### config.mk
export PLATFORM = sky130hd
export DESIGN_NAME = tsm_front
export DESIGN_NICKNAME = d
export VERILOG_FILES = /design/src/hdl/tsm_pkg.sv /design/src/hdl/tsm_front.sv
export SDC_FILE = /design/constraint.sdc
export NUM_CORES = 1
export LEC_CHECK = 0
export BUFFER_PORTS_ARGS = -buffer_cell sky130_fd_sc_hd__buf_2
export CAP_MARGIN = 30
export CORE_AREA = 2 2 57 59
export DETAILED_ROUTE_END_ITERATION = 8
export DIE_AREA = 0 0 59 61
export PLACE_DENSITY_LB_ADDON = 0.1
export SYNTH_ARGS = -nofsm -noshare
export SYNTH_HDL_FRONTEND = slang
export SYNTH_SLANG_ARGS = --single-unit
### constraint.sdc
create_clock -name vclk -period 2.58
set_input_delay 0.516 -clock vclk [all_inputs]
set_output_delay 0.516 -clock vclk [all_outputs]
set_load 0.05 [all_outputs]
### src/hdl/tsm_pkg.sv
`default_nettype none
package tsm_pkg;

  localparam int DATA_DEPTH_DEF   = 64;
  localparam int RETURN_DEPTH_DEF = 64;
  localparam int CELL_WIDTH_DEF   = 64;

  localparam int QDEPTH = 2;
  localparam int QAW    = 1;

  localparam logic [4:0] OP_LIT   = 5'd0;
  localparam logic [4:0] OP_DROP  = 5'd1;
  localparam logic [4:0] OP_DUP   = 5'd2;
  localparam logic [4:0] OP_SWAP  = 5'd3;
  localparam logic [4:0] OP_OVER  = 5'd4;
  localparam logic [4:0] OP_ROT   = 5'd5;
  localparam logic [4:0] OP_ADD   = 5'd6;
  localparam logic [4:0] OP_SUB   = 5'd7;
  localparam logic [4:0] OP_MUL   = 5'd8;
  localparam logic [4:0] OP_DIV   = 5'd9;
  localparam logic [4:0] OP_EQ    = 5'd10;
  localparam logic [4:0] OP_NOT   = 5'd11;
  localparam logic [4:0] OP_AND   = 5'd12;
  localparam logic [4:0] OP_OR    = 5'd13;
  localparam logic [4:0] OP_LT    = 5'd14;
  localparam logic [4:0] OP_GT    = 5'd15;
  localparam logic [4:0] OP_CELLS = 5'd16;
  localparam logic [4:0] OP_TOR   = 5'd17;
  localparam logic [4:0] OP_FROMR = 5'd18;
  localparam logic [4:0] OP_COPYR = 5'd19;

  localparam logic [1:0] ST_OK      = 2'd0;
  localparam logic [1:0] ST_UNDER   = 2'd1;
  localparam logic [1:0] ST_OVER    = 2'd2;
  localparam logic [1:0] ST_DIVZERO = 2'd3;

  typedef struct packed {
    logic [4:0]         mode;
    logic signed [63:0] literal;
  } in_item_t;

  typedef struct packed {
    logic signed [63:0] top_value;
    logic [1:0]         status;
    logic [6:0]         data_depth;
    logic [6:0]         return_depth;
  } out_item_t;

  typedef struct packed {
    logic [4:0]  mode;
    logic [63:0] literal;
    logic [1:0]  need;
    logic        need_r;
    logic        grow_d;
    logic        grow_r;
  } dec_t;

  typedef struct packed {
    logic        start;
    logic        is_div;
    logic [63:0] a;
    logic [63:0] b;
  } md_req_t;

  typedef struct packed {
    logic        done;
    logic [63:0] res;
  } md_rsp_t;

endpackage
`default_nettype wire

### src/hdl/tsm_front.sv
`default_nettype none
module tsm_front (
  input  wire logic              start,
  input  wire tsm_pkg::in_item_t in_item,
  input  wire logic              q_full,
  output logic                   busy,
  output logic                   push,
  output tsm_pkg::dec_t          dec
);

  assign busy = q_full;
  assign push = start && !q_full;

  always_comb begin
    dec         = '0;
    dec.mode    = in_item.mode;
    dec.literal = in_item.literal;
    unique case (in_item.mode) inside
      tsm_pkg::OP_LIT: begin
        dec.grow_d = 1'b1;
      end
      tsm_pkg::OP_DROP, tsm_pkg::OP_NOT, tsm_pkg::OP_CELLS: begin
        dec.need = 2'd1;
      end
      tsm_pkg::OP_DUP: begin
        dec.need   = 2'd1;
        dec.grow_d = 1'b1;
      end
      tsm_pkg::OP_OVER: begin
        dec.need   = 2'd2;
        dec.grow_d = 1'b1;
      end
      tsm_pkg::OP_ROT: begin
        dec.need = 2'd3;
      end
      tsm_pkg::OP_TOR: begin
        dec.need   = 2'd1;
        dec.grow_r = 1'b1;
      end
      tsm_pkg::OP_FROMR, tsm_pkg::OP_COPYR: begin
        dec.need_r = 1'b1;
        dec.grow_d = 1'b1;
      end
      tsm_pkg::OP_SWAP, tsm_pkg::OP_ADD, tsm_pkg::OP_SUB, tsm_pkg::OP_MUL,
      tsm_pkg::OP_DIV, tsm_pkg::OP_EQ, tsm_pkg::OP_AND, tsm_pkg::OP_OR,
      tsm_pkg::OP_LT, tsm_pkg::OP_GT: begin
        dec.need = 2'd2;
      end
      default: begin
        dec.need = 2'd0;
      end
    endcase
  end

endmodule
`default_nettype wire

==> run_results.csv <==
group,metric,value,unit
status,status,"complete, no violations",
timing,slew_headroom,82.03,%
synthesis,yosys-top-cells-count,"buf_4 (70), nor2b_1 (3), nand2_1 (2), nor3b_1 (2), xor2_1 (2)",
placed_design,placed_cells,68,
global_routing,grt_max_degree,8,
floorplanning,num_io_pins,147,
floorplanning,design.die.area,3599,sq um
power_and_ir_drop,swShare,75.71,%
placed_design,port-buffer-count,19,
global_routing,grt_pass1_wl,1.173,mm
synthesis,synth_top_cell_by_area,"buf_4",
layout,clock_buffers,0,
global_routing,antenna_found_initial,0,
layout,layout.sequential_cells,0,
routing,detailedRoute.firstPassIterationCount,3,
synthesis,syn_nets,157,
synthesis,netlist-cell-type-count,12,
power_and_ir_drop,static-leakage-power,0.1211,nW
floorplanning,core,2953,sq um
run,drv_cap,0,
setup_path,endpoint_kind,"primary output",
synthesis,syn_area_per_cell,7.304,sq um
setup_path,timing.critical_path.from_type,"input pin",
timing,finalMaxSlewViolations,0,
power_and_ir_drop,power.clock.fraction,0,%
setup_path,worst-endpoint-arrival,1.58,ns
layout,final_net_count,108,
setup_path,buffering_stage_count_on_the_worst_path_with_inverters_included,2,
global_routing,track_usage,4.145,%
layout,final_area,245.2,sq um
layout,fraction_of_final_layout_cells_with_drive_strength_greater_than_1,57.14,%
timing,maxClockFrequency,476.4,MHz
synthesis,synth_top_cells_by_area,"buf_4 (84%), nor2b_1 (3.0%), xor2_1 (2.8%)",
synthesis,synth.cell_area,628.1,sq um
power_and_ir_drop,p_per_area,274.4,nW/um^2
timing,setup_tns,0,ns
synthesis,synth_cells,86,
timing,final.hold.worst_slack,1.032,ns
power_and_ir_drop,power.switching,50.95,uW
synthesis,synth.yosys.seq_area_share,0,%
setup_path,critical_path_peak_fanout,6,
synthesis,netlist.area_leader.share,83.67,%
timing,timing.final.setup_violations,0,
floorplanning,number_of_placement_rows,20,
routing,wirelength,942,um
timing,finalHoldViolCount,0,
placed_design,placed_area,245.2,sq um
setup_path,cp.required,2.06,ns
synthesis,post-synth-top-count-cell,"buf_4",
layout,final_util,8.305,%
min_path,worst_hold_path.num_cells,0,
clocking,post_cts_resize_count,0,
power_and_ir_drop,vdd_drop_max,0.00003462,V
routing,routed_len_inst,13.85,um
clocking,postCtsSetupRepairBufs,0,
setup_path,critical-path-top-delay-family,"simple AND/OR/NAND/NOR gates",
setup_path,cpMaxStageDelayCell,"nor3b_1",
routing,ant_nets,0,
setup_path,timing.critical_path.cells,"buf_2, nor2b_1, nor3b_1, and2_1, buf_2",
floorplanning,die_height,61,um
setup_path,critical_path_class,"input pin to primary output",
placed_design,post-place-ws,0.4247,ns
setup_path,path_common_cell,"buf_2",
global_routing,number_of_global_route_vias_before_repair,216,
layout,num_antenna_cells,0,
timing,grt_setup_unrepaired,"no",
routing,post_drt_via_cell_ratio,3.971,
timing,max_slew.worst_pin.slew,0.2690,ns
min_path,whs_endpoint,"dec[24]",
routing,detailedRoute.firstIterationViolations,3,
min_path,worst_hold_startpoint,"in_item[19]",
timing,final_period_minus_worst_setup_slack,2.099,ns
global_routing,grt.overflow.total,0,
power_and_ir_drop,power.sequential.fraction,0,%
floorplanning,initial_utilization,21.27,%
power_and_ir_drop,p_int,16.35,uW
layout,final-seq-area,0,sq um
timing,setup_slack,0.4809,ns
routing,routed-via-count,270,
synthesis,synth-warning-count,0,
placed_design,place.gp.congestion,0.6028,
timing,min_period_over_period,81.36,%
layout,nFillCells,347,
routing,remaining_drc_errors,0,
layout,stdcell_count,68,
min_path,hp-class,"input pin to primary output",
clocking,cts-hold-fix-buffers,0,
power_and_ir_drop,share_comb_of_total_power,100.0,%
setup_path,critical-path-max-stage-delay,0.29,ns
floorplanning,die-width,59,um
layout,syn2layout_area_growth,-60.96,%
power_and_ir_drop,report.power.total,67.30,uW
-- placed cells by master (no fill, tap or decap), drive strengths merged --
| master | n |
|---|---|
| inv | 1 |
| a2111oi | 1 |
| nand2 | 2 |
| nor4b | 1 |
| a21oi | 1 |
| nor3 | 1 |
| nor3b | 2 |
| xor2 | 2 |
| nor2b | 3 |
| or3 | 1 |
| and2 | 1 |
| buf | 19 |
-- layout make-up --
type / count / area, sq um / area share, %
multi-input combinational: 15 / 105.1 / 42.86
timing repair buffer: 19 / 95.09 / 38.78
tap: 33 / 41.29 / 16.84
inverter: 1 / 3.754 / 1.531
-- power groups by stage --
stage	sequential, mW	clock [mW]	combinational, mW
2_1_floorplan	0	0	0.320
3_3_place_gp	0	0	0.0686
3_5_place_dp	0	0	0.0678
4_1_cts	0	0	0.0680
5_1_grt	0	0	0.0710
6_report	0	0	0.0673
-- worst max path at each step --
stage                 from      to  slack, ns  cells after the start
6_report       in_item[68]  dec[0]       0.48                      5
5_1_grt        in_item[68]  dec[3]       0.32                      5
4_1_cts        in_item[68]  dec[0]       0.42                      5
3_5_place_dp   in_item[68]  dec[0]       0.42                      5
3_3_place_gp   in_item[68]  dec[0]       0.41                      5
2_1_floorplan  in_item[68]  dec[1]       0.36                      2
-- routing by layer --
layer | part of all wire (%) | GRT usage (%) | vias up
li1 | - | - | 95
met1 | 33 | 4.678 | 108
met2 | 33 | 3.810 | 45
met3 | 24 | 3.198 | 22
met4 | 10 | 5.844 | 0
met5 | 0 | 0 | -
-- cell families after synthesis --
logic type	share of synthesized area, %
xor+xnor	2.789
compound gates	2.191
buf+inv	84.26
simple gates	10.76
No activity file was read; power rests on OpenSTA's default activity.
