===== src/hdl/tsm_pkg.sv =====
`default_nettype none
package tsm_pkg;

  localparam int DATA_DEPTH_DEF   = 64;
  localparam int RETURN_DEPTH_DEF = 64;
  localparam int CELL_WIDTH_DEF   = 64;

  localparam int QDEPTH = 2;
  localparam int QAW    = 1;

  localparam logic [4:0] OP_LIT   = 5'd0;
  localparam logic [4:0] OP_DROP  = 5'd1;
  localparam logic [4:0] OP_DUP   = 5'd2;
  localparam logic [4:0] OP_SWAP  = 5'd3;
  localparam logic [4:0] OP_OVER  = 5'd4;
  localparam logic [4:0] OP_ROT   = 5'd5;
  localparam logic [4:0] OP_ADD   = 5'd6;
  localparam logic [4:0] OP_SUB   = 5'd7;
  localparam logic [4:0] OP_MUL   = 5'd8;
  localparam logic [4:0] OP_DIV   = 5'd9;
  localparam logic [4:0] OP_EQ    = 5'd10;
  localparam logic [4:0] OP_NOT   = 5'd11;
  localparam logic [4:0] OP_AND   = 5'd12;
  localparam logic [4:0] OP_OR    = 5'd13;
  localparam logic [4:0] OP_LT    = 5'd14;
  localparam logic [4:0] OP_GT    = 5'd15;
  localparam logic [4:0] OP_CELLS = 5'd16;
  localparam logic [4:0] OP_TOR   = 5'd17;
  localparam logic [4:0] OP_FROMR = 5'd18;
  localparam logic [4:0] OP_COPYR = 5'd19;

  localparam logic [1:0] ST_OK      = 2'd0;
  localparam logic [1:0] ST_UNDER   = 2'd1;
  localparam logic [1:0] ST_OVER    = 2'd2;
  localparam logic [1:0] ST_DIVZERO = 2'd3;

  typedef struct packed {
    logic [4:0]         mode;
    logic signed [63:0] literal;
  } in_item_t;

  typedef struct packed {
    logic signed [63:0] top_value;
    logic [1:0]         status;
    logic [6:0]         data_depth;
    logic [6:0]         return_depth;
  } out_item_t;

  typedef struct packed {
    logic [4:0]  mode;
    logic [63:0] literal;
    logic [1:0]  need;
    logic        need_r;
    logic        grow_d;
    logic        grow_r;
  } dec_t;

  typedef struct packed {
    logic        start;
    logic        is_div;
    logic [63:0] a;
    logic [63:0] b;
  } md_req_t;

  typedef struct packed {
    logic        done;
    logic [63:0] res;
  } md_rsp_t;

endpackage
`default_nettype wire


===== src/hdl/tsm_muldiv.sv =====
`default_nettype none
module tsm_muldiv (
  input  wire logic             clk,
  input  wire logic             rst_n,
  input  wire tsm_pkg::md_req_t req,
  output tsm_pkg::md_rsp_t      rsp
);

  localparam int DIV_STEPS = 64;
  localparam int SW        = $clog2(DIV_STEPS + 1);

  typedef enum logic [2:0] {
    M_IDLE = 3'b001,
    M_MUL  = 3'b010,
    M_DIV  = 3'b100
  } md_state_t;

  md_state_t     state_r;
  logic [63:0]   a_r;
  logic [63:0]   b_r;
  logic [63:0]   acc_r;
  logic [63:0]   rem_r;
  logic [SW-1:0] step_r;
  logic          neg_r;
  logic          done_r;
  logic [63:0]   res_r;
  logic [31:0]   ma;
  logic [31:0]   mb;
  logic [63:0]   mp;
  logic [64:0]   shifted;
  logic [64:0]   diff;
  logic [63:0]   qfin;

  assign rsp.done = done_r;
  assign rsp.res  = res_r;

  // One 32x32 multiplier, operands chosen by the step.
  always_comb begin
    unique case (step_r[1:0])
      2'd0:    begin ma = a_r[31:0];  mb = b_r[31:0];  end
      2'd1:    begin ma = a_r[31:0];  mb = b_r[63:32]; end
      default: begin ma = a_r[63:32]; mb = b_r[31:0];  end
    endcase
    mp = 64'(ma) * 64'(mb);
  end

  assign shifted = {rem_r, a_r[63]};
  assign diff    = shifted - {1'b0, b_r};
  assign qfin    = {a_r[62:0], !diff[64]};

  always_ff @(posedge clk) begin
    if (!rst_n) begin
      state_r <= M_IDLE;
      done_r  <= 1'b0;
      step_r  <= '0;
    end else begin
      done_r <= 1'b0;
      unique case (state_r)
        M_IDLE: begin
          step_r <= '0;
          if (req.start) begin
            if (req.is_div) begin
              // Work on magnitudes, fix the sign at the end.
              a_r     <= req.a[63] ? 64'd0 - req.a : req.a;
              b_r     <= req.b[63] ? 64'd0 - req.b : req.b;
              neg_r   <= req.a[63] ^ req.b[63];
              rem_r   <= '0;
              state_r <= M_DIV;
            end else begin
              a_r     <= req.a;
              b_r     <= req.b;
              acc_r   <= '0;
              state_r <= M_MUL;
            end
          end
        end
        M_MUL: begin
          if (step_r == SW'(0)) begin
            acc_r <= mp;
          end else begin
            acc_r <= acc_r + {mp[31:0], 32'd0};
          end
          step_r <= step_r + 1'b1;
          if (step_r == SW'(2)) begin
            res_r   <= acc_r + {mp[31:0], 32'd0};
            done_r  <= 1'b1;
            state_r <= M_IDLE;
          end
        end
        M_DIV: begin
          rem_r  <= diff[64] ? shifted[63:0] : diff[63:0];
          a_r    <= qfin;
          step_r <= step_r + 1'b1;
          if (step_r == SW'(DIV_STEPS - 1)) begin
            res_r   <= neg_r ? 64'd0 - qfin : qfin;
            done_r  <= 1'b1;
            state_r <= M_IDLE;
          end
        end
        default: begin
          state_r <= M_IDLE;
        end
      endcase
    end
  end

endmodule
`default_nettype wire


===== config.mk =====
export PLATFORM = sky130hd
export DESIGN_NAME = tsm_muldiv
export DESIGN_NICKNAME = d
export VERILOG_FILES = /design/src/hdl/tsm_pkg.sv /design/src/hdl/tsm_muldiv.sv
export SDC_FILE = /design/constraint.sdc
export NUM_CORES = 2
export LEC_CHECK = 0
export BUFFER_PORTS_ARGS = -buffer_cell sky130_fd_sc_hd__buf_2
export CORE_ASPECT_RATIO = 1.25
export CORE_MARGIN = 4
export CORE_UTILIZATION = 60
export DETAILED_ROUTE_END_ITERATION = 6
export MAX_ROUTING_LAYER = met4
export PLACE_DENSITY = 0.87
export SLEW_MARGIN = 20
export SYNTH_ARGS = -nofsm -noshare
export SYNTH_HDL_FRONTEND = slang
export SYNTH_SLANG_ARGS = --single-unit

===== constraint.sdc =====
create_clock -name clk -period 14.3 [get_ports clk]
set_input_delay 4.29 -clock clk [delete_from_list [all_inputs] [get_ports clk]]
set_output_delay 4.29 -clock clk [all_outputs]
set_load 0.05 [all_outputs]

==> reports/qor.csv <==
metric,value,unit
status,finished with violations,
met1_length,66.9,mm
cpPeakStageDelay,1060,ps
worstPathArrival,12010,ps
slowest_stage,dfxtp_4,
yosysSeqAreaShare,0.177,
synthCells,6358,
final_cell_mix,"nand2_1, inv_1, fa_1",
seq_area,0.00986,mm^2
clk_latency,600,ps
cts_buffer_depth,3,
fin_area,0.0593,mm^2
fill_cells,7521,
routed_via_density,6.32,
maxSlewViolCount,0,
syn-cell-area,0.0557,mm^2
grt.total_usage,0.419,
avgSynthCellArea,8.76,um^2
yosysUniqueCellTypes,84,
drt_iter0_drc,5605,
period_needed,11680,ps
h-tree-depth,2,
place_hpwl,158,mm
violations,DRC,
grt_pass1_wl,298,mm
cts.repair.resized,0,
clkSinkCount,332,
port_buffers,196,
synth_flop_cell,edfxtp_1,
worst_pin_slew,1180,ps
ff2ff_path_depth,35,
rrSetupSlack,2620,ps
hp-class,reg2reg,
grt_start_max_net_pins,88,
gp_congestion,1.08,
die_w,281,um
drc,1,
hold_viol,0,
slew_headroom,0.193,
dieArea,0.0978,mm^2
ant_nets,0,
wl_met3,21.2,mm
period_share,0.816,
setup_viol_count_final,0,
clk_pin_slew_worst_paths,60,ps
drive_gt1_frac,0.0717,
worstSetupPathType,reg2reg,
area_growth,6.36,%
crit_end,acc_r[61],
vias,48076,
crit_required,14630,ps
wl,199,mm
pin_count,197,
skew,37.5,ps
grt_pass1_vias,49991,
crit_fanout,66,
path_buf_inv,9,
synth_nets,7755,
initial_utilization,0.607,
antenna_found_initial,9,
timing.rr.end,acc_r[61],
dieHeight,349,um
cts_made_buffers,38,
cap_viol_max_count,0,
r2r-start,step_r[1],
finalSetupTns,0,ps
crit_family,adder cells,
core_area,0.0918,mm^2
end_kind,flip-flop,
place_area,0.0579,mm^2
worstHoldStart,step_r[3],
multi_input_area,0.0412,mm^2
async_flop_share,0,
layout_commonest_cell,nand2_1,
start_kind,flip-flop,
rows,124,
cts_tree,yes,
timing.critical_path.from,step_r[1],
yosys_warnings,0,
firstDrtPassIters,7,
dr_wl_met2,90.7,mm
max_freq,85.6,MHz
postCtsSetupRepairBufs,0,
root_buffer,clkbuf_16,
detail_route.wl_per_cell,26.1,um
grt_overflow,0,
cts_hold_buf,0,
synth_seq_cells,332,
rsz0062_at_grt,no,
synth_enable_flop_cells,321,
nNetsFinal,7759,
cp.depth,35,
highest_layer,met4,
## synth_stat cells, types with 32 or more instances
| cell | count | area share |
|---|---|---|
| a211oi_1 | 33 | 0.0044 |
| a21o_1 | 66 | 0.0089 |
| a21oi_1 | 315 | 0.028 |
| a31oi_1 | 33 | 0.0037 |
| and3_1 | 47 | 0.0053 |
| clkbuf_1 | 289 | 0.019 |
| edfxtp_1 | 321 | 0.17 |
| fa_1 | 898 | 0.32 |
| ha_1 | 367 | 0.082 |
| inv_1 | 981 | 0.066 |
| mux2_2 | 32 | 0.0065 |
| mux2i_1 | 48 | 0.0086 |
| nand2_1 | 1112 | 0.075 |
| nand2b_1 | 35 | 0.0039 |
| nand3_1 | 48 | 0.0043 |
| nor2_1 | 566 | 0.038 |
| nor3_1 | 48 | 0.0043 |
| o21a_1 | 44 | 0.0059 |
| o21ai_0 | 169 | 0.015 |
| o21ai_1 | 124 | 0.011 |
| o31ai_1 | 48 | 0.0065 |
| or3_1 | 45 | 0.0051 |
| xnor2_1 | 161 | 0.025 |
| xor2_1 | 153 | 0.024 |
## cell families (layout without fill, tap and decap cells)
kind of cell	after synthesis	count (layout)	synth area share
xor gates and xnor gates	314	314	0.0494
AOI/OAI and AO/OA	994	994	0.109
adders and majority gates	1265	1265	0.405
other	0	13	0
muxes	80	80	0.0151
DFF	332	332	0.177
buffers and inverters	1309	1343	0.0886
and+or+nand+nor	2064	2064	0.156
## metrics by stage
step	std cells	setup slack, ps	utilization	hold slack, ps
5_1_grt	7599	2110	0.645	558
3_5_place_dp	7519	2700	0.631	516
4_1_cts	7589	2700	0.645	524
6_report	7602	2620	0.645	531
3_3_place_gp	7518	2720	0.630	506
2_1_floorplan	6358	4300	-	468
## registers in the layout, indices dropped and copies added (netlist names)
name,cells
a_r,64
acc_r,64
b_r,64
done_r,1
neg_r,1
rem_r,64
res_r,64
state_r,3
step_r,7
## area by class of cell
class,instances,area share
Multi-Input combinational cell,4717,0.695
Sequential cell,332,0.166
Inverter,984,0.0623
Tap cell,1197,0.0253
Clock inverter,26,0.00566
Clock buffer,44,0.0164
Antenna cell,13,0.000549
Timing Repair Buffer,289,0.0285
## routing by layer
metal / vias to the layer above / track usage
li1: 20380 / -
met1: 23505 / 0.476
met2: 3134 / 0.651
met3: 1057 / 0.0968
met4: 0 / 0.307
met5: - / -
## worst reg2reg max path, delay by kind of cell (launching register included)
| kind | cells | cell delay [ps] |
|---|---|---|
| simple gates | 5 | 1190 |
| xor+xnor | 1 | 280 |
| flops | 1 | 1060 |
| buf+inv | 9 | 1270 |
| fa+ha+maj | 11 | 5250 |
| compound gates | 9 | 2430 |
## worst min path at each step
stage / cells past startpoint / end / slack, ps
floorplan: 1 / step_r[3] / 470
global placement: 1 / step_r[3] / 510
detailed placement: 1 / step_r[3] / 520
CTS: 1 / step_r[3] / 520
global route: 1 / step_r[6] / 560
finish: 1 / step_r[3] / 530
Power is left out: the tool's default activity adds up to more than one toggle a clock period on the data nets, which glitch-free logic cannot reach.
