### src/hdl/tsm_pkg.sv
`default_nettype none
package tsm_pkg;

  localparam int DATA_DEPTH_DEF   = 64;
  localparam int RETURN_DEPTH_DEF = 64;
  localparam int CELL_WIDTH_DEF   = 64;

  localparam int QDEPTH = 2;
  localparam int QAW    = 1;

  localparam logic [4:0] OP_LIT   = 5'd0;
  localparam logic [4:0] OP_DROP  = 5'd1;
  localparam logic [4:0] OP_DUP   = 5'd2;
  localparam logic [4:0] OP_SWAP  = 5'd3;
  localparam logic [4:0] OP_OVER  = 5'd4;
  localparam logic [4:0] OP_ROT   = 5'd5;
  localparam logic [4:0] OP_ADD   = 5'd6;
  localparam logic [4:0] OP_SUB   = 5'd7;
  localparam logic [4:0] OP_MUL   = 5'd8;
  localparam logic [4:0] OP_DIV   = 5'd9;
  localparam logic [4:0] OP_EQ    = 5'd10;
  localparam logic [4:0] OP_NOT   = 5'd11;
  localparam logic [4:0] OP_AND   = 5'd12;
  localparam logic [4:0] OP_OR    = 5'd13;
  localparam logic [4:0] OP_LT    = 5'd14;
  localparam logic [4:0] OP_GT    = 5'd15;
  localparam logic [4:0] OP_CELLS = 5'd16;
  localparam logic [4:0] OP_TOR   = 5'd17;
  localparam logic [4:0] OP_FROMR = 5'd18;
  localparam logic [4:0] OP_COPYR = 5'd19;

  localparam logic [1:0] ST_OK      = 2'd0;
  localparam logic [1:0] ST_UNDER   = 2'd1;
  localparam logic [1:0] ST_OVER    = 2'd2;
  localparam logic [1:0] ST_DIVZERO = 2'd3;

  typedef struct packed {
    logic [4:0]         mode;
    logic signed [63:0] literal;
  } in_item_t;

  typedef struct packed {
    logic signed [63:0] top_value;
    logic [1:0]         status;
    logic [6:0]         data_depth;
    logic [6:0]         return_depth;
  } out_item_t;

  typedef struct packed {
    logic [4:0]  mode;
    logic [63:0] literal;
    logic [1:0]  need;
    logic        need_r;
    logic        grow_d;
    logic        grow_r;
  } dec_t;

  typedef struct packed {
    logic        start;
    logic        is_div;
    logic [63:0] a;
    logic [63:0] b;
  } md_req_t;

  typedef struct packed {
    logic        done;
    logic [63:0] res;
  } md_rsp_t;

endpackage
`default_nettype wire

### src/hdl/tsm_queue.sv
`default_nettype none
module tsm_queue (
  input  wire logic          clk,
  input  wire logic          rst_n,
  input  wire logic          push,
  input  wire tsm_pkg::dec_t push_dec,
  input  wire logic          pop,
  output tsm_pkg::dec_t      pop_dec,
  output logic               full,
  output logic               empty
);

  tsm_pkg::dec_t                ent_r [tsm_pkg::QDEPTH];
  logic [tsm_pkg::QAW-1:0]      wp_r;
  logic [tsm_pkg::QAW-1:0]      rp_r;
  logic [tsm_pkg::QAW:0]        cnt_r;
  logic                         do_push;
  logic                         do_pop;

  assign full    = (cnt_r == (tsm_pkg::QAW+1)'(tsm_pkg::QDEPTH));
  assign empty   = (cnt_r == '0);
  assign do_push = push && !full;
  assign do_pop  = pop && !empty;
  assign pop_dec = ent_r[rp_r];

  always_ff @(posedge clk) begin
    if (do_push) begin
      ent_r[wp_r] <= push_dec;
    end
  end

  always_ff @(posedge clk) begin
    if (!rst_n) begin
      wp_r  <= '0;
      rp_r  <= '0;
      cnt_r <= '0;
    end else begin
      if (do_push) begin
        wp_r <= wp_r + 1'b1;
      end
      if (do_pop) begin
        rp_r <= rp_r + 1'b1;
      end
      if (do_push && !do_pop) begin
        cnt_r <= cnt_r + 1'b1;
      end else if (do_pop && !do_push) begin
        cnt_r <= cnt_r - 1'b1;
      end
    end
  end

endmodule
`default_nettype wire

### config.mk
export PLATFORM = sky130hd
export DESIGN_NAME = tsm_queue
export DESIGN_NICKNAME = d
export VERILOG_FILES = /design/src/hdl/tsm_pkg.sv /design/src/hdl/tsm_queue.sv
export SDC_FILE = /design/constraint.sdc
export NUM_CORES = 1
export LEC_CHECK = 0
export ABC_AREA = 0
export BUFFER_PORTS_ARGS = -buffer_cell sky130_fd_sc_hd__buf_2
export CORE_ASPECT_RATIO = 1.25
export CORE_MARGIN = 2
export CORE_UTILIZATION = 47
export CTS_BUF_LIST = sky130_fd_sc_hd__clkbuf_16
export CTS_CLUSTER_DIAMETER = 80
export CTS_CLUSTER_SIZE = 25
export DETAILED_ROUTE_END_ITERATION = 8
export PLACE_DENSITY = 0.85
export SYNTH_ARGS = -nofsm -noshare
export SYNTH_HDL_FRONTEND = slang
export SYNTH_SLANG_ARGS = --single-unit
### constraint.sdc
create_clock -name clk -period 3.74 [get_ports clk]
set_clock_uncertainty 0.15 [all_clocks]
set_input_delay 0.187 -clock clk [delete_from_list [all_inputs] [get_ports clk]]
set_output_delay 0.187 -clock clk [all_outputs]
set_load 0.005 [all_outputs]
==> impl_metrics.ini, run 1 <==
[outcome]
run_status = completed

[floorplan]
dieArea_sq_mm = 0.0127
design.core.area_sq_mm = 0.0116
ios = 154
die_h_um = 126
placement_rows = 44
initial_utilization_pct = 48.1
die_width_um = 101

[global_routing]
initial_antenna_violation_count = 0
grt_first_pass_wirelength_um = 15900
grt.overflow.total = 0
gr-usage-all-layers_pct = 16.6
pin_count_of_the_biggest_net_entering_global_routing = 76
first_global_vias = 3329

[power_and_ir_drop]
vdd_drop_max_v = 0.000435
power.density_mw_per_mm2 = 630
post-layout-total-power_w = 0.00490
p_leak_nw = 2.96

[worst_hold_path]
min-delay-path-class = primary input to flop
hold_path_startpoint = push

[layout]
layout.nets = 574
footprint_of_the_multi_input_gates_sq_um = 971
fill_cells = 755
final_design_area_no_fill_sq_mm = 0.00778
n_antenna_cell = 0
seqCellArea_sq_mm = 0.00455
layout-drive-gt1-share_pct = 51.1
areaGrowthSynthToFinish_pct = 39.8
utilization_pct = 67.3

[clock_tree]
htree_num_levels = 4
cts_inserted_buffers = 17
cts.reportedPaths.clkPinSlew_ns = 0.06
ctsRootBufferMaster = sky130_fd_sc_hd__clkbuf_16
number_of_buffers_inserted_to_repair_setup_after_cts = 0
clock_tree.buffer_depth = 2
tritoncts = built
clock_insertion_delay_worst_skew_ns = 0.40
cts-resized-gates = 0
tritoncts_num_sinks = 153

[placement]
placedInstanceArea_sq_mm = 0.00647
post_detailed_placement_half_perimeter_wirelength_um = 5780
place.port_buffers = 153
gpl.final_weighted_congestion = 0.673

[synth]
post-synth-top-area-fraction_pct = 79.8
ys_seq_area_share_pct = 81.6
post_synth_main_area_contributors = sky130_fd_sc_hd__edfxtp_1, sky130_fd_sc_hd__mux2_2, sky130_fd_sc_hd__dfxtp_1
synth_area_per_cell_sq_um = 21.8
syn-instance-count = 255
synth.ff_latch_count = 153
mappedNetlistNets = 334
post_synth_num_cell_types = 21
yosys.area.top_type = sky130_fd_sc_hd__edfxtp_1
syn-cell-area_sq_mm = 0.00557
synth.yosys.warnings = 0

[critical_path]
critical_path_arrival_ns = 2.00
crit_path_end_kind = primary output
cp_data_required_time_ns = 3.40
timing.critical_path.slowest_stage_cell = sky130_fd_sc_hd__dfxtp_4
timing.critical_path.from_type = flop
path_class = flop to primary output
worst_path_largest_cell_delay_ns = 0.99
worstPathMaxFanout = 74
timing.reg2reg.setup_slack_ns = 1.62
crit_chain = mux2_2, buf_2
crit-reg2reg-launch = cnt_r[0]$_SDFFE_PN0P_

[sta]
setup_violations = 0
layout_worst_path_cycle_share_pct = 62.5
fmaxAchievable_ghz = 0.428
slew_at_the_pin_closest_to_its_max_slew_limit_ns = 1.02
layout_min_cycle_time_ns = 2.34
drv_slew = 0
fin_tns_setup_ns = 0
hold_viol = 0
setup_repair_after_global_routing_missed_its_margin = no
slew_headroom_pct = 32.1

[route]
drtPass1Iterations = 4
vias = 3115
postRouteAntennaNets = 0
route.detailed.drc = 0
wirelength_um = 10400
detail_route.wl_per_cell_um = 16.1
detailedRoute.firstIterationViolations = 156
vias_per_cell = 4.83

[job]
max_cap_viol_count = 0
## path summary, 6_finish.rpt
kind,to,cells past startpoint
setup / recovery,pop_dec[56],2
hold / removal,wp_r$_SDFFE_PN0P_,3
setup reg to reg,ent_r[0][15]$_DFFE_PP_,4
hold reg to reg,cnt_r[1]$_SDFFE_PN0P_,2
## area by class of cell
| class | count | area share (%) |
|---|---|---|
| clock inverter | 14 | 1.70 |
| tap | 138 | 2.22 |
| clock buffer | 17 | 5.47 |
| timing repair buffer | 229 | 19.6 |
| multi-input combinational | 92 | 12.5 |
| inverter | 2 | 0.0965 |
| sequential | 153 | 58.4 |
## cells in the mapped netlist, drive strengths merged
library cell	number
edfxtp	148
mux2	74
buf	8
dfxtp	5
and2	3
a21boi	2
inv	2
nor2	2
o21ai	2
xnor2	2
and3	1
ha	1
nand2b	1
nor3	1
o21a	1
or3	1
xor2	1
## kinds of logic after synthesis
kind of cell             after synthesis  synth area share [%]
flip-flops                           153                  81.6
multiplexers                          74                  15.0
buffers and inverters                 10                  1.12
AND/OR/NAND/NOR                        9                 0.989
AO/OA/AOI/OAI                          5                 0.584
XOR/XNOR                               3                 0.472
adder cells (fa/ha/maj)                1                 0.225
## power breakdown
part	switching, W	internal (W)	total (W)
clock network	0.000625	0.000970	0.00159
logic	0.000411	0.000568	0.000978
registers	0.000166	0.00216	0.00233
total	0.00120	0.00370	0.00490
## stage by stage
stage | instances | hold slack (ns) | setup slack [ns]
2_1_floorplan | 255 | 0.136 | 0.785
3_3_place_gp | 539 | 0.224 | 1.69
3_5_place_dp | 539 | 0.228 | 1.63
4_1_cts | 645 | 0.00764 | 1.37
5_1_grt | 645 | 0.0316 | 1.29
6_report | 645 | 0.0233 | 1.40
## layout by cell type, fill, tap and decap left out, drive strengths merged
| cell | synthesis | layout |
|---|---|---|
| and3 | 1 | 1 |
| clkbuf | 0 | 17 |
| o21a | 1 | 1 |
| nand2b | 1 | 1 |
| bufinv | 0 | 2 |
| nor2 | 2 | 2 |
| buf | 8 | 154 |
| or3 | 1 | 1 |
| clkinvlp | 0 | 1 |
| inv | 2 | 6 |
| ha | 1 | 1 |
| dfxtp | 5 | 5 |
| nor3 | 1 | 1 |
| mux2 | 74 | 74 |
| a21boi | 2 | 2 |
| xor2 | 1 | 1 |
| and2 | 3 | 3 |
| clkinv | 0 | 7 |
| xnor2 | 2 | 2 |
| dlygate4sd3 | 0 | 75 |
| edfxtp | 148 | 148 |
| o21ai | 2 | 2 |
## repair_timing
action | 4_1_cts | 5_1_grt
endpoints found under the hold margin | 153 | 0
setup endpoints to repair | 0 | 0
hold buffers | 75 | 0
## worst max-delay path: cells and delay by family, from the launching register on
| family | cells | cell delay, ns |
|---|---|---|
| DFF | 1 | 0.99 |
| buffers and inverters | 1 | 0.13 |
| muxes | 1 | 0.43 |
## state kept, by name, summed over array words and instances (netlist names), named ones only
name	flops
wp_r	1
cnt_r	2
ent_r	148
rp_r	1
## per-layer routing
metal | GRT usage (%) | wire length, um | vias up
met3 | 5.94 | 559 | 9
met4 | 5.80 | 107 | 0
li1 | - | - | 1488
met5 | 0 | 0 | -
met2 | 29.2 | 5560 | 101
met1 | 18.5 | 4170 | 1517
No activity file was read; power rests on OpenSTA's default activity.
==> inputs of run 2 (changes only) <==
==> constraint.sdc (replaced) <==
create_clock -name clk -period 2.1 [get_ports clk]
set_clock_uncertainty 0.15 [all_clocks]
set_input_delay 0.105 -clock clk [delete_from_list [all_inputs] [get_ports clk]]
set_output_delay 0.105 -clock clk [all_outputs]
set_load 0.005 [all_outputs]
==> impl_metrics.ini, run 2 (synthesis gave the netlist of run 1 again) <==
[clock_tree]
tritoncts = built
ctsRootBufferMaster = sky130_fd_sc_hd__clkbuf_16
clock_insertion_delay_worst_skew_ns = 0.41
htree_num_levels = 4
cts.reportedPaths.clkPinSlew_ns = 0.06
cts_inserted_buffers = 17
clock_tree.buffer_depth = 2
tritoncts_num_sinks = 153

[worst_hold_path]
min-delay-path-class = primary input to flop
hold_path_startpoint = pop
min_to = rp_r$_SDFFE_PN0P_
timing.hold.worst_path_depth = 4

[route]
drtPass1Iterations = 4
vias_per_cell = 5.00
route.detailed.drc = 0
postRouteAntennaNets = 0
detailedRoute.firstIterationViolations = 160
detail_route.wl_per_cell_um = 16.7
wirelength_um = 10900
vias = 3252

[sta]
fin_tns_setup_ns = 0
layout_worst_path_cycle_share_pct = 95.1
slew_at_the_pin_closest_to_its_max_slew_limit_ns = 0.256
whs_ns = 0.0545
setup_repair_after_global_routing_missed_its_margin = no
final_critical_path_setup_slack_ns = 0.102
fmaxAchievable_ghz = 0.501
drv_slew = 0
layout_min_cycle_time_ns = 2.00
slew_headroom_pct = 82.8
hold_viol = 0
setup_violations = 0

[critical_path]
crit_path_end_kind = flop
worst_path_dominant_cell_family = buffers and inverters
cp_data_required_time_ns = 2.31
timing.critical_path.from_type = flop
worst_path_largest_cell_delay_ns = 0.53
timing.critical_path.slowest_stage_cell = sky130_fd_sc_hd__dlygate4sd3_1
critPathBufInv = 3
crit-reg2reg-launch = cnt_r[0]$_SDFFE_PN0P_
timing.reg2reg.setup_slack_ns = 0.10
cp.depth = 6
critical_path.reg2reg.endpoint = wp_r$_SDFFE_PN0P_
crit_chain = nand2b_4, inv_4, nor3_4, buf_12, o21a_1, dlygate4sd3_1
critical_path_arrival_ns = 2.21
worstPathMaxFanout = 39
path_class = flop to flop
worstRegToRegCells = 6

[global_routing]
first_global_vias = 3484
grt_first_pass_wirelength_um = 16800
gr-usage-all-layers_pct = 17.8
groute.layer.met2.usage_pct = 31.2
pin_count_of_the_biggest_net_entering_global_routing = 44
groute.layer.met1.usage_pct = 19.1
globalRouteMet3Util_pct = 5.33
initial_antenna_violation_count = 0
grt.overflow.total = 0
grt.busiest_layer = met2

[placement]
post_detailed_placement_half_perimeter_wirelength_um = 6250
gpl.final_weighted_congestion = 0.707
pre_cts_ws_ns = 0.405
place.port_buffers = 153
post-place-cells = 544

[floorplan]
placement_rows = 44
die_h_um = 126
dieArea_sq_mm = 0.0127
die_width_um = 101
design.core.area_sq_mm = 0.0116
ios = 154
initial_utilization_pct = 48.1

[layout]
registers_with_the_highest_flip_flop_counts = ent_r x148, cnt_r x2
layout.cells.most_common = sky130_fd_sc_hd__buf_2
fin_cells = 651
seqCellArea_sq_mm = 0.00455
layout.cells.most_common_list = sky130_fd_sc_hd__buf_2, sky130_fd_sc_hd__edfxtp_1, sky130_fd_sc_hd__dlygate4sd3_1
largest_register_ffs = 148
layout-drive-gt1-share_pct = 52.0
fill_cells = 711
layout.nets = 580
footprint_of_the_multi_input_gates_sq_um = 978
areaGrowthSynthToFinish_pct = 43.7
n_antenna_cell = 0
max_flop_register = ent_r

[job]
max_cap_viol_count = 0

[power_and_ir_drop]
vdd_drop_max_v = 0.000750
power.density_mw_per_mm2 = 1170
p_leak_nw = 3.05

[outcome]
run_status = completed
run 2: changes by cell type in the layout (fill, tap and decap cells not counted), sizes merged:
cell         previous run  this run
buf                   154       159
bufinv                  2         6
clkinv                  7         4
dlygate4sd3            75        76
inv                     6         5
run 2: layout make-up:
| class | instances | share of cell area, % |
|---|---|---|
| tap | 138 | 2.16 |
| timing repair buffer | 235 | 20.4 |
| clock buffer | 17 | 5.32 |
| clock inverter | 14 | 2.88 |
| sequential | 153 | 56.9 |
| multi-input combinational | 92 | 12.2 |
| inverter | 2 | 0.125 |
run 2: layer usage:
layer	wire [um]	vias to the layer above
li1	-	1507
met1	4080	1605
met2	5980	119
met3	550	21
met4	267	0
met5	0	-
run 2: worst max-delay path by stage:
stage	from	end	slack, ns
6_report	cnt_r[0]$_SDFFE_PN0P_	wp_r$_SDFFE_PN0P_	0.10
3_3_place_gp	cnt_r[1]$_SDFFE_PN0P_	cnt_r[1]$_SDFFE_PN0P_	0.49
4_1_cts	flop	pop_dec[43]	0.09
5_1_grt	cnt_r[0]$_SDFFE_PN0P_	wp_r$_SDFFE_PN0P_	0.007
3_5_place_dp	cnt_r[1]$_SDFFE_PN0P_	cnt_r[1]$_SDFFE_PN0P_	0.41
2_1_floorplan	cnt_r[0]$_SDFFE_PN0P_	ent_r[0][0]$_DFFE_PP_	-0.83
run 2: tightest hold or removal path, cell delays in order:
cell	delay [ns]
sky130_fd_sc_hd__buf_2	0.09
sky130_fd_sc_hd__o21ai_1	0.10
sky130_fd_sc_hd__xnor2_1	0.17
sky130_fd_sc_hd__and2_1	0.12
run 2: metrics by stage:
step | instance area, sq um | power [W] | util [%]
2_1_floorplan | 5590 | 0.00515 | -
3_5_place_dp | 6580 | 0.00598 | 56.9
5_1_grt | 8000 | 0.00978 | 69.2
6_report | 8000 | 0.00937 | 69.2
4_1_cts | 8000 | 0.00945 | 69.2
3_3_place_gp | 6580 | 0.00591 | 56.9
run 2: what timing repair did:
item / 4_1_cts / 5_1_grt
hold buffers: 76 / 0
gates resized for setup: 0 / 0
setup buffers: 0 / 0
endpoints found under the hold margin: 153 / 0
run 2: power by group:
group	internal [W]	switching [W]	total [W]
Sequential	0.00384	0.000151	0.00399
Clock	0.00221	0.00113	0.00334
Combinational	0.00111	0.000925	0.00204
